==> src/design/sfd_pkg.sv <==
package sfd_pkg;

  localparam int FRAME_LEN = 25;

  typedef logic [4:0] pos_t;

  localparam pos_t FLAGS_POS  = 5'd23;
  localparam pos_t LAST_POS   = 5'd24;
  localparam pos_t FIRST_CHAN = 5'd1;
  localparam pos_t NUM_ANALOG = 5'd16;
  localparam pos_t DIG_LAST   = 5'd17;

  localparam logic [7:0]  START_RESET   = 8'd15;
  localparam logic [7:0]  END_RESET     = 8'd0;
  localparam logic [9:0]  TIMEOUT_RESET = 10'd100;
  localparam logic [9:0]  QUIET_MAX     = 10'd1023;
  localparam logic [10:0] DIGITAL_ON    = 11'd2047;

  localparam int DIG0_BIT     = 0;
  localparam int DIG1_BIT     = 1;
  localparam int LOST_BIT     = 2;
  localparam int FAILSAFE_BIT = 3;

  localparam logic [1:0] CFG_START   = 2'd0;
  localparam logic [1:0] CFG_END     = 2'd1;
  localparam logic [1:0] CFG_TIMEOUT = 2'd2;

  localparam logic MODE_BYTE   = 1'b0;
  localparam logic MODE_TICK   = 1'b1;
  localparam logic KIND_CHAN   = 1'b0;
  localparam logic KIND_STATUS = 1'b1;

  typedef enum logic [3:0] {
    ST_IDLE,
    ST_SCAN,
    ST_FLAG_RD,
    ST_FLAG_LD,
    ST_UN_RD,
    ST_UN_LD,
    ST_UN_EM,
    ST_DIG,
    ST_STAT
  } st_t;

  // position in the ring of frame bytes
  function automatic pos_t ring_pos(pos_t base, pos_t off);
    logic [5:0] s;
    s = {1'b0, base} + {1'b0, off};
    if (s >= 6'(FRAME_LEN)) begin
      s = s - 6'(FRAME_LEN);
    end
    return s[4:0];
  endfunction

endpackage

==> src/design/sfd_in_if.sv <==
interface sfd_in_if;
  logic       valid;
  logic       ready;
  logic       mode;
  logic [7:0] data_byte;

  modport source (output valid, output mode, output data_byte, input ready);
  modport sink (input valid, input mode, input data_byte, output ready);
endinterface

==> src/design/sfd_out_if.sv <==
interface sfd_out_if;
  logic        valid;
  logic        ready;
  logic        kind;
  logic [4:0]  channel_index;
  logic [10:0] channel_value;
  logic        frame_lost;
  logic        failsafe;
  logic        last;

  modport source (output valid, output kind, output channel_index, output channel_value,
                  output frame_lost, output failsafe, output last, input ready);
  modport sink (input valid, input kind, input channel_index, input channel_value,
                input frame_lost, input failsafe, input last, output ready);
endinterface

==> src/design/sfd_ram.sv <==
module sfd_ram #(
  parameter int Width = 8,
  parameter int Depth = 25,
  parameter int AddrW = $clog2(Depth)
) (
  input  logic             clk,
  input  logic             we,
  input  logic [AddrW-1:0] waddr,
  input  logic [Width-1:0] wdata,
  input  logic [AddrW-1:0] raddr,
  output logic [Width-1:0] rdata
);

  logic [Width-1:0] mem [Depth];
  logic [Width-1:0] rdata_r;

  always_ff @(posedge clk) begin
    if (we) begin
      mem[waddr] <= wdata;
    end
    rdata_r <= mem[raddr];
  end

  assign rdata = rdata_r;

endmodule

==> src/design/sbus_frame_decoder_core.sv <==
// channel  dir  payload                                                   word
// in_if    in   mode, data_byte                                           byte or 1 ms tick
// out_if   out  kind, channel_index, channel_value, frame_lost, failsafe, last   result
// cfg_*    in   cfg_index selects start_byte / end_byte / timeout_ms      register write
//
// A tick that times out also emits a status word. A byte closing a frame with a bad end
// byte starts a rescan with one RAM read per scanned byte. A good frame is paced by the
// single RAM read port: the flags read, then a read, load and emit step per byte of the 22
// unpacked, and one per output word.
// Output stalls hold the sequencer; in_if is ready only between items.
// Reset is synchronous; the frame RAM is not cleared.
module sbus_frame_decoder_core
  import sfd_pkg::*;
(
  input  logic       clk,
  input  logic       rst_n,
  sfd_in_if.sink     in_if,
  sfd_out_if.source  out_if,
  input  logic       cfg_we,
  input  logic [1:0] cfg_index,
  input  logic [9:0] cfg_data
);

  st_t state_r, state_nxt;

  logic [7:0]  start_r, end_r;
  logic [9:0]  timeout_r;
  pos_t        base_r, base_nxt;
  pos_t        fill_r, fill_nxt;
  logic [9:0]  quiet_r, quiet_nxt;
  logic        fs_r, fs_nxt;
  logic        lost_r, lost_nxt;
  pos_t        scan_r, scan_nxt;
  pos_t        rd_tag_r, rd_tag_nxt;
  logic        rd_vld_r, rd_vld_nxt;
  pos_t        ptr_r, ptr_nxt;
  pos_t        ch_r, ch_nxt;
  logic [17:0] acc_r, acc_nxt;
  logic [4:0]  nbits_r, nbits_nxt;
  logic [7:0]  flags_r, flags_nxt;

  logic        ov_r, ov_nxt;
  logic        okind_r, okind_nxt;
  pos_t        oidx_r, oidx_nxt;
  logic [10:0] oval_r, oval_nxt;
  logic        olost_r, olost_nxt;
  logic        ofs_r, ofs_nxt;
  logic        olast_r, olast_nxt;

  logic        ram_we;
  pos_t        ram_off, ring_addr;
  logic [7:0]  ram_rdata;

  logic        tick_acc, byte_acc, byte_keep, end_ok, frame_full, tick_fire;
  logic        out_free, hit, scan_end;
  logic [9:0]  quiet_inc;

  sfd_ram #(.Width(8), .Depth(FRAME_LEN)) u_ram (
    .clk   (clk),
    .we    (ram_we),
    .waddr (ring_addr),
    .wdata (in_if.data_byte),
    .raddr (ring_addr),
    .rdata (ram_rdata)
  );

  assign in_if.ready = (state_r == ST_IDLE);
  assign out_free    = !ov_r || out_if.ready;

  assign tick_acc   = in_if.valid && in_if.ready && (in_if.mode == MODE_TICK);
  assign byte_acc   = in_if.valid && in_if.ready && (in_if.mode == MODE_BYTE);
  assign byte_keep  = (fill_r != '0) || (in_if.data_byte == start_r);
  assign frame_full = (fill_r == LAST_POS);
  assign end_ok     = (in_if.data_byte == end_r);
  assign quiet_inc  = (quiet_r == QUIET_MAX) ? quiet_r : quiet_r + 10'd1;
  assign tick_fire  = tick_acc && (quiet_inc > timeout_r);
  assign hit        = rd_vld_r && (ram_rdata == start_r);
  assign scan_end   = rd_vld_r && (rd_tag_r == LAST_POS);

  // shared ring address unit
  always_comb begin
    unique case (state_r)
      ST_IDLE:    ram_off = fill_r;
      ST_SCAN:    ram_off = scan_r;
      ST_FLAG_RD: ram_off = FLAGS_POS;
      default:    ram_off = ptr_r;
    endcase
  end
  assign ring_addr = ring_pos(base_r, ram_off);

  always_comb begin
    state_nxt = state_r;
    unique case (state_r)
      ST_IDLE: begin
        if (tick_fire) begin
          state_nxt = ST_STAT;
        end else if (byte_acc && byte_keep && frame_full) begin
          state_nxt = end_ok ? ST_FLAG_RD : ST_SCAN;
        end
      end
      ST_SCAN: begin
        if (hit || scan_end) begin
          state_nxt = ST_IDLE;
        end
      end
      ST_FLAG_RD: state_nxt = ST_FLAG_LD;
      ST_FLAG_LD: state_nxt = ST_UN_RD;
      ST_UN_RD:   state_nxt = ST_UN_LD;
      ST_UN_LD:   state_nxt = ST_UN_EM;
      ST_UN_EM: begin
        if (nbits_r < 5'd11) begin
          state_nxt = (ch_r == NUM_ANALOG) ? ST_DIG : ST_UN_RD;
        end
      end
      ST_DIG: begin
        if (out_free && ch_r == DIG_LAST) begin
          state_nxt = ST_IDLE;
        end
      end
      ST_STAT: begin
        if (out_free) begin
          state_nxt = ST_IDLE;
        end
      end
      default: state_nxt = ST_IDLE;
    endcase
  end

  always_comb begin
    base_nxt   = base_r;
    fill_nxt   = fill_r;
    quiet_nxt  = quiet_r;
    fs_nxt     = fs_r;
    lost_nxt   = lost_r;
    scan_nxt   = scan_r;
    rd_tag_nxt = rd_tag_r;
    rd_vld_nxt = rd_vld_r;
    ptr_nxt    = ptr_r;
    ch_nxt     = ch_r;
    acc_nxt    = acc_r;
    nbits_nxt  = nbits_r;
    flags_nxt  = flags_r;
    ov_nxt     = ov_r && !out_if.ready;
    okind_nxt  = okind_r;
    oidx_nxt   = oidx_r;
    oval_nxt   = oval_r;
    olost_nxt  = olost_r;
    ofs_nxt    = ofs_r;
    olast_nxt  = olast_r;
    ram_we     = 1'b0;

    unique case (state_r)
      ST_IDLE: begin
        rd_vld_nxt = 1'b0;
        if (tick_acc) begin
          quiet_nxt = quiet_inc;
          if (tick_fire) begin
            fs_nxt = 1'b1;
          end
        end else if (byte_acc && byte_keep) begin
          ram_we = 1'b1;
          if (!frame_full) begin
            fill_nxt = fill_r + 5'd1;
          end else if (end_ok) begin
            fill_nxt = '0;
          end else begin
            scan_nxt = FIRST_CHAN;
          end
        end
      end
      ST_SCAN: begin
        rd_tag_nxt = scan_r;
        rd_vld_nxt = (scan_r <= LAST_POS);
        scan_nxt   = scan_r + 5'd1;
        if (hit) begin
          base_nxt = ring_pos(base_r, rd_tag_r);
          fill_nxt = 5'(FRAME_LEN) - rd_tag_r;
        end else if (scan_end) begin
          fill_nxt = '0;
        end
      end
      ST_FLAG_RD: ;
      ST_FLAG_LD: begin
        flags_nxt = ram_rdata;
        lost_nxt  = ram_rdata[LOST_BIT];
        fs_nxt    = ram_rdata[FAILSAFE_BIT];
        quiet_nxt = '0;
        ptr_nxt   = FIRST_CHAN;
        acc_nxt   = '0;
        nbits_nxt = '0;
        ch_nxt    = '0;
      end
      ST_UN_RD: ;
      ST_UN_LD: begin
        acc_nxt   = acc_r | ({10'd0, ram_rdata} << nbits_r);
        nbits_nxt = nbits_r + 5'd8;
        ptr_nxt   = ptr_r + 5'd1;
      end
      ST_UN_EM: begin
        if (nbits_r >= 5'd11 && out_free) begin
          ov_nxt    = 1'b1;
          okind_nxt = KIND_CHAN;
          oidx_nxt  = ch_r;
          oval_nxt  = acc_r[10:0];
          olost_nxt = lost_r;
          ofs_nxt   = fs_r;
          olast_nxt = 1'b0;
          acc_nxt   = acc_r >> 11;
          nbits_nxt = nbits_r - 5'd11;
          ch_nxt    = ch_r + 5'd1;
        end
      end
      ST_DIG: begin
        if (out_free) begin
          ov_nxt    = 1'b1;
          okind_nxt = KIND_CHAN;
          oidx_nxt  = ch_r;
          if (ch_r == NUM_ANALOG) begin
            oval_nxt = flags_r[DIG0_BIT] ? DIGITAL_ON : '0;
          end else begin
            oval_nxt = flags_r[DIG1_BIT] ? DIGITAL_ON : '0;
          end
          olost_nxt = lost_r;
          ofs_nxt   = fs_r;
          olast_nxt = (ch_r == DIG_LAST);
          ch_nxt    = ch_r + 5'd1;
        end
      end
      ST_STAT: begin
        if (out_free) begin
          ov_nxt    = 1'b1;
          okind_nxt = KIND_STATUS;
          oidx_nxt  = '0;
          oval_nxt  = '0;
          olost_nxt = lost_r;
          ofs_nxt   = 1'b1;
          olast_nxt = 1'b1;
        end
      end
      default: ;
    endcase
  end

  always_ff @(posedge clk) begin
    if (!rst_n) begin
      state_r   <= ST_IDLE;
      start_r   <= START_RESET;
      end_r     <= END_RESET;
      timeout_r <= TIMEOUT_RESET;
      base_r    <= '0;
      fill_r    <= '0;
      quiet_r   <= '0;
      fs_r      <= 1'b0;
      lost_r    <= 1'b0;
      rd_vld_r  <= 1'b0;
      ov_r      <= 1'b0;
    end else begin
      state_r  <= state_nxt;
      base_r   <= base_nxt;
      fill_r   <= fill_nxt;
      quiet_r  <= quiet_nxt;
      fs_r     <= fs_nxt;
      lost_r   <= lost_nxt;
      rd_vld_r <= rd_vld_nxt;
      ov_r     <= ov_nxt;
      if (cfg_we) begin
        unique case (cfg_index)
          CFG_START:   start_r   <= cfg_data[7:0];
          CFG_END:     end_r     <= cfg_data[7:0];
          CFG_TIMEOUT: timeout_r <= cfg_data;
          default: ;
        endcase
      end
    end
  end

  always_ff @(posedge clk) begin
    scan_r   <= scan_nxt;
    rd_tag_r <= rd_tag_nxt;
    ptr_r    <= ptr_nxt;
    ch_r     <= ch_nxt;
    acc_r    <= acc_nxt;
    nbits_r  <= nbits_nxt;
    flags_r  <= flags_nxt;
    okind_r  <= okind_nxt;
    oidx_r   <= oidx_nxt;
    oval_r   <= oval_nxt;
    olost_r  <= olost_nxt;
    ofs_r    <= ofs_nxt;
    olast_r  <= olast_nxt;
  end

  assign out_if.valid         = ov_r;
  assign out_if.kind          = okind_r;
  assign out_if.channel_index = oidx_r;
  assign out_if.channel_value = oval_r;
  assign out_if.frame_lost    = olost_r;
  assign out_if.failsafe      = ofs_r;
  assign out_if.last          = olast_r;

  a_ring_bounds: assert property (@(posedge clk) disable iff (!rst_n)
    (base_r <= LAST_POS) && (fill_r <= LAST_POS))
    else $error("frame ring pointer out of range");

  a_status_word: assert property (@(posedge clk) disable iff (!rst_n)
    (out_if.valid && out_if.kind == KIND_STATUS) |->
      (out_if.failsafe && out_if.last && out_if.channel_index == '0))
    else $error("malformed status word");

  a_digital_value: assert property (@(posedge clk) disable iff (!rst_n)
    (out_if.valid && out_if.kind == KIND_CHAN && out_if.channel_index >= NUM_ANALOG) |->
      (out_if.channel_value == '0 || out_if.channel_value == DIGITAL_ON))
    else $error("digital channel value not 0 or full scale");

  a_stat_failsafe: assert property (@(posedge clk) disable iff (!rst_n)
    (state_r == ST_STAT) |-> fs_r)
    else $error("status pending without failsafe set");

endmodule

==> src/flat_wrapper.sv <==
// flat-port wrapper written by rule: the top's interface ports become plain ports
module sbus_frame_decoder_core_flat import sfd_pkg::*;
  (clk, rst_n, cfg_we, cfg_index, cfg_data, in_if_valid, in_if_mode, in_if_data_byte, in_if_ready, out_if_valid, out_if_kind, out_if_channel_index, out_if_channel_value, out_if_frame_lost, out_if_failsafe, out_if_last, out_if_ready);
  sfd_in_if in_if_i ();
  sfd_out_if out_if_i ();
  input  logic clk;
  input  logic rst_n;
  input  logic cfg_we;
  input  logic [1:0] cfg_index;
  input  logic [9:0] cfg_data;
  input wire logic [$bits(in_if_i.valid)-1:0] in_if_valid;
  input wire logic [$bits(in_if_i.mode)-1:0] in_if_mode;
  input wire logic [$bits(in_if_i.data_byte)-1:0] in_if_data_byte;
  output wire logic [$bits(in_if_i.ready)-1:0] in_if_ready;
  output wire logic [$bits(out_if_i.valid)-1:0] out_if_valid;
  output wire logic [$bits(out_if_i.kind)-1:0] out_if_kind;
  output wire logic [$bits(out_if_i.channel_index)-1:0] out_if_channel_index;
  output wire logic [$bits(out_if_i.channel_value)-1:0] out_if_channel_value;
  output wire logic [$bits(out_if_i.frame_lost)-1:0] out_if_frame_lost;
  output wire logic [$bits(out_if_i.failsafe)-1:0] out_if_failsafe;
  output wire logic [$bits(out_if_i.last)-1:0] out_if_last;
  input wire logic [$bits(out_if_i.ready)-1:0] out_if_ready;
  assign in_if_i.valid = in_if_valid;
  assign in_if_i.mode = in_if_mode;
  assign in_if_i.data_byte = in_if_data_byte;
  assign in_if_ready = in_if_i.ready;
  assign out_if_valid = out_if_i.valid;
  assign out_if_kind = out_if_i.kind;
  assign out_if_channel_index = out_if_i.channel_index;
  assign out_if_channel_value = out_if_i.channel_value;
  assign out_if_frame_lost = out_if_i.frame_lost;
  assign out_if_failsafe = out_if_i.failsafe;
  assign out_if_last = out_if_i.last;
  assign out_if_i.ready = out_if_ready;
  sbus_frame_decoder_core u_core (.clk(clk), .rst_n(rst_n), .in_if(in_if_i), .out_if(out_if_i), .cfg_we(cfg_we), .cfg_index(cfg_index), .cfg_data(cfg_data));
endmodule
==> config.mk <==
export PLATFORM = sky130hd
export DESIGN_NAME = sbus_frame_decoder_core_flat
export DESIGN_NICKNAME = d
export VERILOG_FILES = /design/src/design/sfd_pkg.sv /design/src/design/sfd_in_if.sv /design/src/design/sfd_out_if.sv /design/src/design/sfd_ram.sv /design/src/design/sbus_frame_decoder_core.sv /design/src/flat_wrapper.sv
export SDC_FILE = /design/constraint.sdc
export NUM_CORES = 1
export LEC_CHECK = 0
export BUFFER_PORTS_ARGS = -buffer_cell sky130_fd_sc_hd__buf_4
export CAP_MARGIN = 10
export CORE_MARGIN = 5
export CORE_UTILIZATION = 35
export CTS_BUF_LIST = sky130_fd_sc_hd__clkbuf_16
export DETAILED_ROUTE_END_ITERATION = 10
export GPL_TIMING_DRIVEN = 0
export PLACE_DENSITY = 0.52
export REMOVE_ABC_BUFFERS = 1
export SLEW_MARGIN = 0
export SYNTH_ARGS = -nofsm -noshare
export SYNTH_HDL_FRONTEND = slang
export SYNTH_SLANG_ARGS = --single-unit
==> constraint.sdc <==
create_clock -name clk -period 10.89 [get_ports clk]
set_input_delay 3.267 -clock clk [delete_from_list [all_inputs] [get_ports clk]]
set_output_delay 3.267 -clock clk [all_outputs]
set_load 0.01 [all_outputs]
==> qor.csv <==
metric,value,unit
most_frequent_cells_in_the_layout,"265 x edfxtp_1, 130 x nor2_1, 123 x nand2_1, 114 x mux2i_1, 96 x a21oi_1",
timing.hold.worst_path_depth,2,
synthFlopType,edfxtp_1,
cell_type_with_the_highest_aggregate_area_in_the_netlist,edfxtp_1,
crit_fanout,22,
post_synth_inst_count,1456,
synthDistinctLibCells,78,
dieWidth,228.5,microns
portBuffers,47,
worst_ir_drop_vdd,0.1544,mV
floorplan.core_area,47450,sq um
cts-root-buf,clkbuf_16,
power_leakage,6.453,nW
number_of_buffers_inserted_during_clock_tree_synthesis,37,
critPathTopFamily,simple AND/OR/NAND/NOR gates,
boundary_pins,48,
final_layout_net_count,1535,
cts_hold_buffers,0,
tritoncts,done,
clock.fmax,140.3,MHz
max_slew.worst_pin.slew,1246,ps
grt-ovfl-total,0,
worst_setup_path_end_kind,flop,
detailedPlacementHpwl,29010,microns
result_of_the_run,"complete, no violations",
path_buf_inv,1,
clock_tree.htree_level_count,2,
die_area,52200,sq um
ratio_of_routed_vias_to_standard_cells,5.637,
crit_path_top_delay_cell,nor2_1,
critical_path_start_end_classification,reg2reg,
worst_slew_margin_rel,0.1678,
crit-reg2reg-capture,u_core.u_ram.mem[17][4]$_DFFE_PP_,
max_cap_violations,0,
max_stage_delay,810,ps
cp.arrival,7290,ps
cts_repair_resize_count,0,
grt_first_pass_wirelength,67930,microns
r2r-start,u_core.state_r[1]$_SDFFE_PN0P_,
first_global_vias,11780,
die_y,228.5,microns
synthesis.area_per_instance,11.47,sq um
slew_viol_final,0,
routability_congestion_estimate_from_global_placement,0.8718,
cp_data_required_time,11060,ps
cts_setup_buffers,0,
wl_per_cell,20.72,microns
num_rows,80,
layout-drive-gt1-share,0.1002,
drt_drc_violations_left,0,
syn_area,16710,sq um
rsz0062_at_grt,false,
yosysTopAreaCellShare,0.4763,
detail_route.wirelength,43770,microns
area_delta_synth_final,13.49,%
drtAntennaViolNets,0,
first_iter_violations,903,
worst_case_clock_skew,16.20,ps
clkSlewWorstSetupHoldPaths,60,ps
setup_viol_count_final,0,
yosys_register_bits,327,
power-per-cell-area,152.3,nW/um^2
synth_enable_flop_cells,265,
final_hold_slack,456.8,ps
ff2ff_setup_slack,3760,ps
clk-insertion-delay-late,550,ps
count_of_vias_placed_by_the_detailed_router,11910,
timing.reg2reg.worst_path_depth,15,
netlist_top_cells_area,"edfxtp_1 48%, dfxtp_1 7.4%, mux2i_1 6.8%",
drt_pass1_iterations,5,
antenna_found_initial,0,
final_period_minus_worst_setup_slack,7129,ps
worstHoldStart,u_core.timeout_r[3]$_SDFFE_PN0P_,
hold_path.class,reg2reg,
timing.final.crit_share,0.6546,
antennaDiodeCount,0,
synth.yosys.seq_area_share,0.5506,
final_design_area_no_fill,18960,sq um
buffers_from_clock_root_to_sink_at_most,3,
timing.critical_path.cells,or3_1 > or2_2 > o22ai_1 > a21oi_1 > ha_4 > fa_1 > inv_1 > ha_1 > nand2b_1 > o22a_1 > a31oi_4 > nand2_1 > o22ai_1 > nand2_1 > nor2_1,
layout.cells.most_common,edfxtp_1,
hold_path_end,u_core.timeout_r[3]$_SDFFE_PN0P_,
cts.sink_count,327,
grt_max_degree,59,
grtUsageTotal,0.1621,
asyncSetResetFlopFracSynth,0,
timing_hold_violations_final,0,
crit_path_start_kind,flop,
yosysWarnings,0,
placement.cell_area,17790,sq um
floorplan.initialDensity,0.3521,
[worst reg2reg max path, delay by kind of cell, from the launching register on]
family                     cells  cell delay [ps]
and+or+nand+nor                6             2780
adders and majority gates      3             1270
AOI/OAI and AO/OA              5             1650
buffers and inverters          1              560
DFF                            1              520
[per-layer routing]
| layer | vias up | global-route usage | part of all wire |
|---|---|---|---|
| met5 | - | 0 | 0 |
| met4 | 0 | 0.04916 | 0.026 |
| met3 | 70 | 0.02534 | 0.043 |
| met2 | 284 | 0.2735 | 0.48 |
| met1 | 5922 | 0.2162 | 0.45 |
| li1 | 5629 | - | - |
[where the power goes]
group          switching [mW]  internal (mW)
clock network           0.495          0.690
logic                   0.192          0.126
registers              0.0230           1.36
total                   0.710           2.18
[state kept, by name, summed over array words and instances (netlist names), 2 cells and up]
register and cells:
u_core.u_ram.mem 200, u_core.acc_r 18, u_core.out_if.channel_value 11, u_core.quiet_r 10, u_core.timeout_r 10, u_core.end_r 8
u_core.start_r 8, u_core.u_ram.rdata 8, u_core.base_r 5, u_core.ch_r 5, u_core.fill_r 5, u_core.nbits_r 5
u_core.out_if.channel_index 5, u_core.ptr_r 5, u_core.rd_tag_r 5, u_core.scan_r 5, u_core.state_r 4, u_core.flags_r 2
[worst max path at each step]
stage,startpoint,to,cells after the start
CTS,u_core.state_r[1]$_SDFFE_PN0P_,u_core.u_ram.mem[17][4]$_DFFE_PP_,15
finish,u_core.state_r[1]$_SDFFE_PN0P_,u_core.u_ram.mem[17][4]$_DFFE_PP_,15
global route,u_core.state_r[1]$_SDFFE_PN0P_,u_core.u_ram.mem[17][7]$_DFFE_PP_,15
global placement,u_core.state_r[1]$_SDFFE_PN0P_,u_core.u_ram.mem[14][1]$_DFFE_PP_,14
floorplan,u_core.state_r[1]$_SDFFE_PN0P_,u_core.u_ram.mem[2][0]$_DFFE_PP_,14
detailed placement,u_core.state_r[1]$_SDFFE_PN0P_,u_core.u_ram.mem[24][2]$_DFFE_PP_,15
[synth_stat cells, types with 8 or more instances]
library cell  number
dfxtp_1           62
o21a_1            10
xor2_1            29
o22ai_1           49
nand2b_1          11
a21oi_1           97
and3_1            14
inv_1             31
ha_1              37
nand3_1           35
buf_1             10
buf_2             12
mux2i_1          114
mux2_2            11
o22a_1             9
o31ai_1           12
nor2b_1           11
nor2_1           130
edfxtp_1         265
a31oi_1            8
xnor2_1           28
nand2_1          123
clkbuf_1          61
o21ai_0           48
a221oi_1          48
nand4_1           10
and2_1             8
a221o_1           34
nor3_1            10
a21o_1            25
[cell families (layout without fill, tap and decap cells)]
| family | after synthesis | after routing | synth area share |
|---|---|---|---|
| simple gates | 390 | 390 | 0.1090 |
| compound gates | 393 | 393 | 0.1675 |
| fa+ha+maj | 39 | 39 | 0.03011 |
| mux | 131 | 131 | 0.08381 |
| flops | 327 | 327 | 0.5506 |
| buf+inv | 118 | 159 | 0.02809 |
| xor+xnor | 58 | 58 | 0.03086 |
[stage by stage]
stage	cells	TNS [ps]	total power [mW]	util	setup slack (ps)
finish	2112	0	2.888	0.3996	3761
global route	2112	0	3.003	0.3996	3258
CTS	2111	0	2.925	0.3990	3859
detailed placement	2045	0	1.730	0.3750	3878
global placement	2033	-827390	1.736	0.3685	-5950
floorplan	1371	-29180	1.618	-	-603.8
[cell type report]
type                       instances  area, sq um
fill                            4534        28490
sequential                       327         9199
multi-input combinational       1011         7097
clock buffer                      39        975.9
tap                              615        769.5
timing repair buffer              60        630.6
clock inverter                    27        163.9
inverter                          33        123.9
Note: power is estimated with default switching activity, not from simulation.
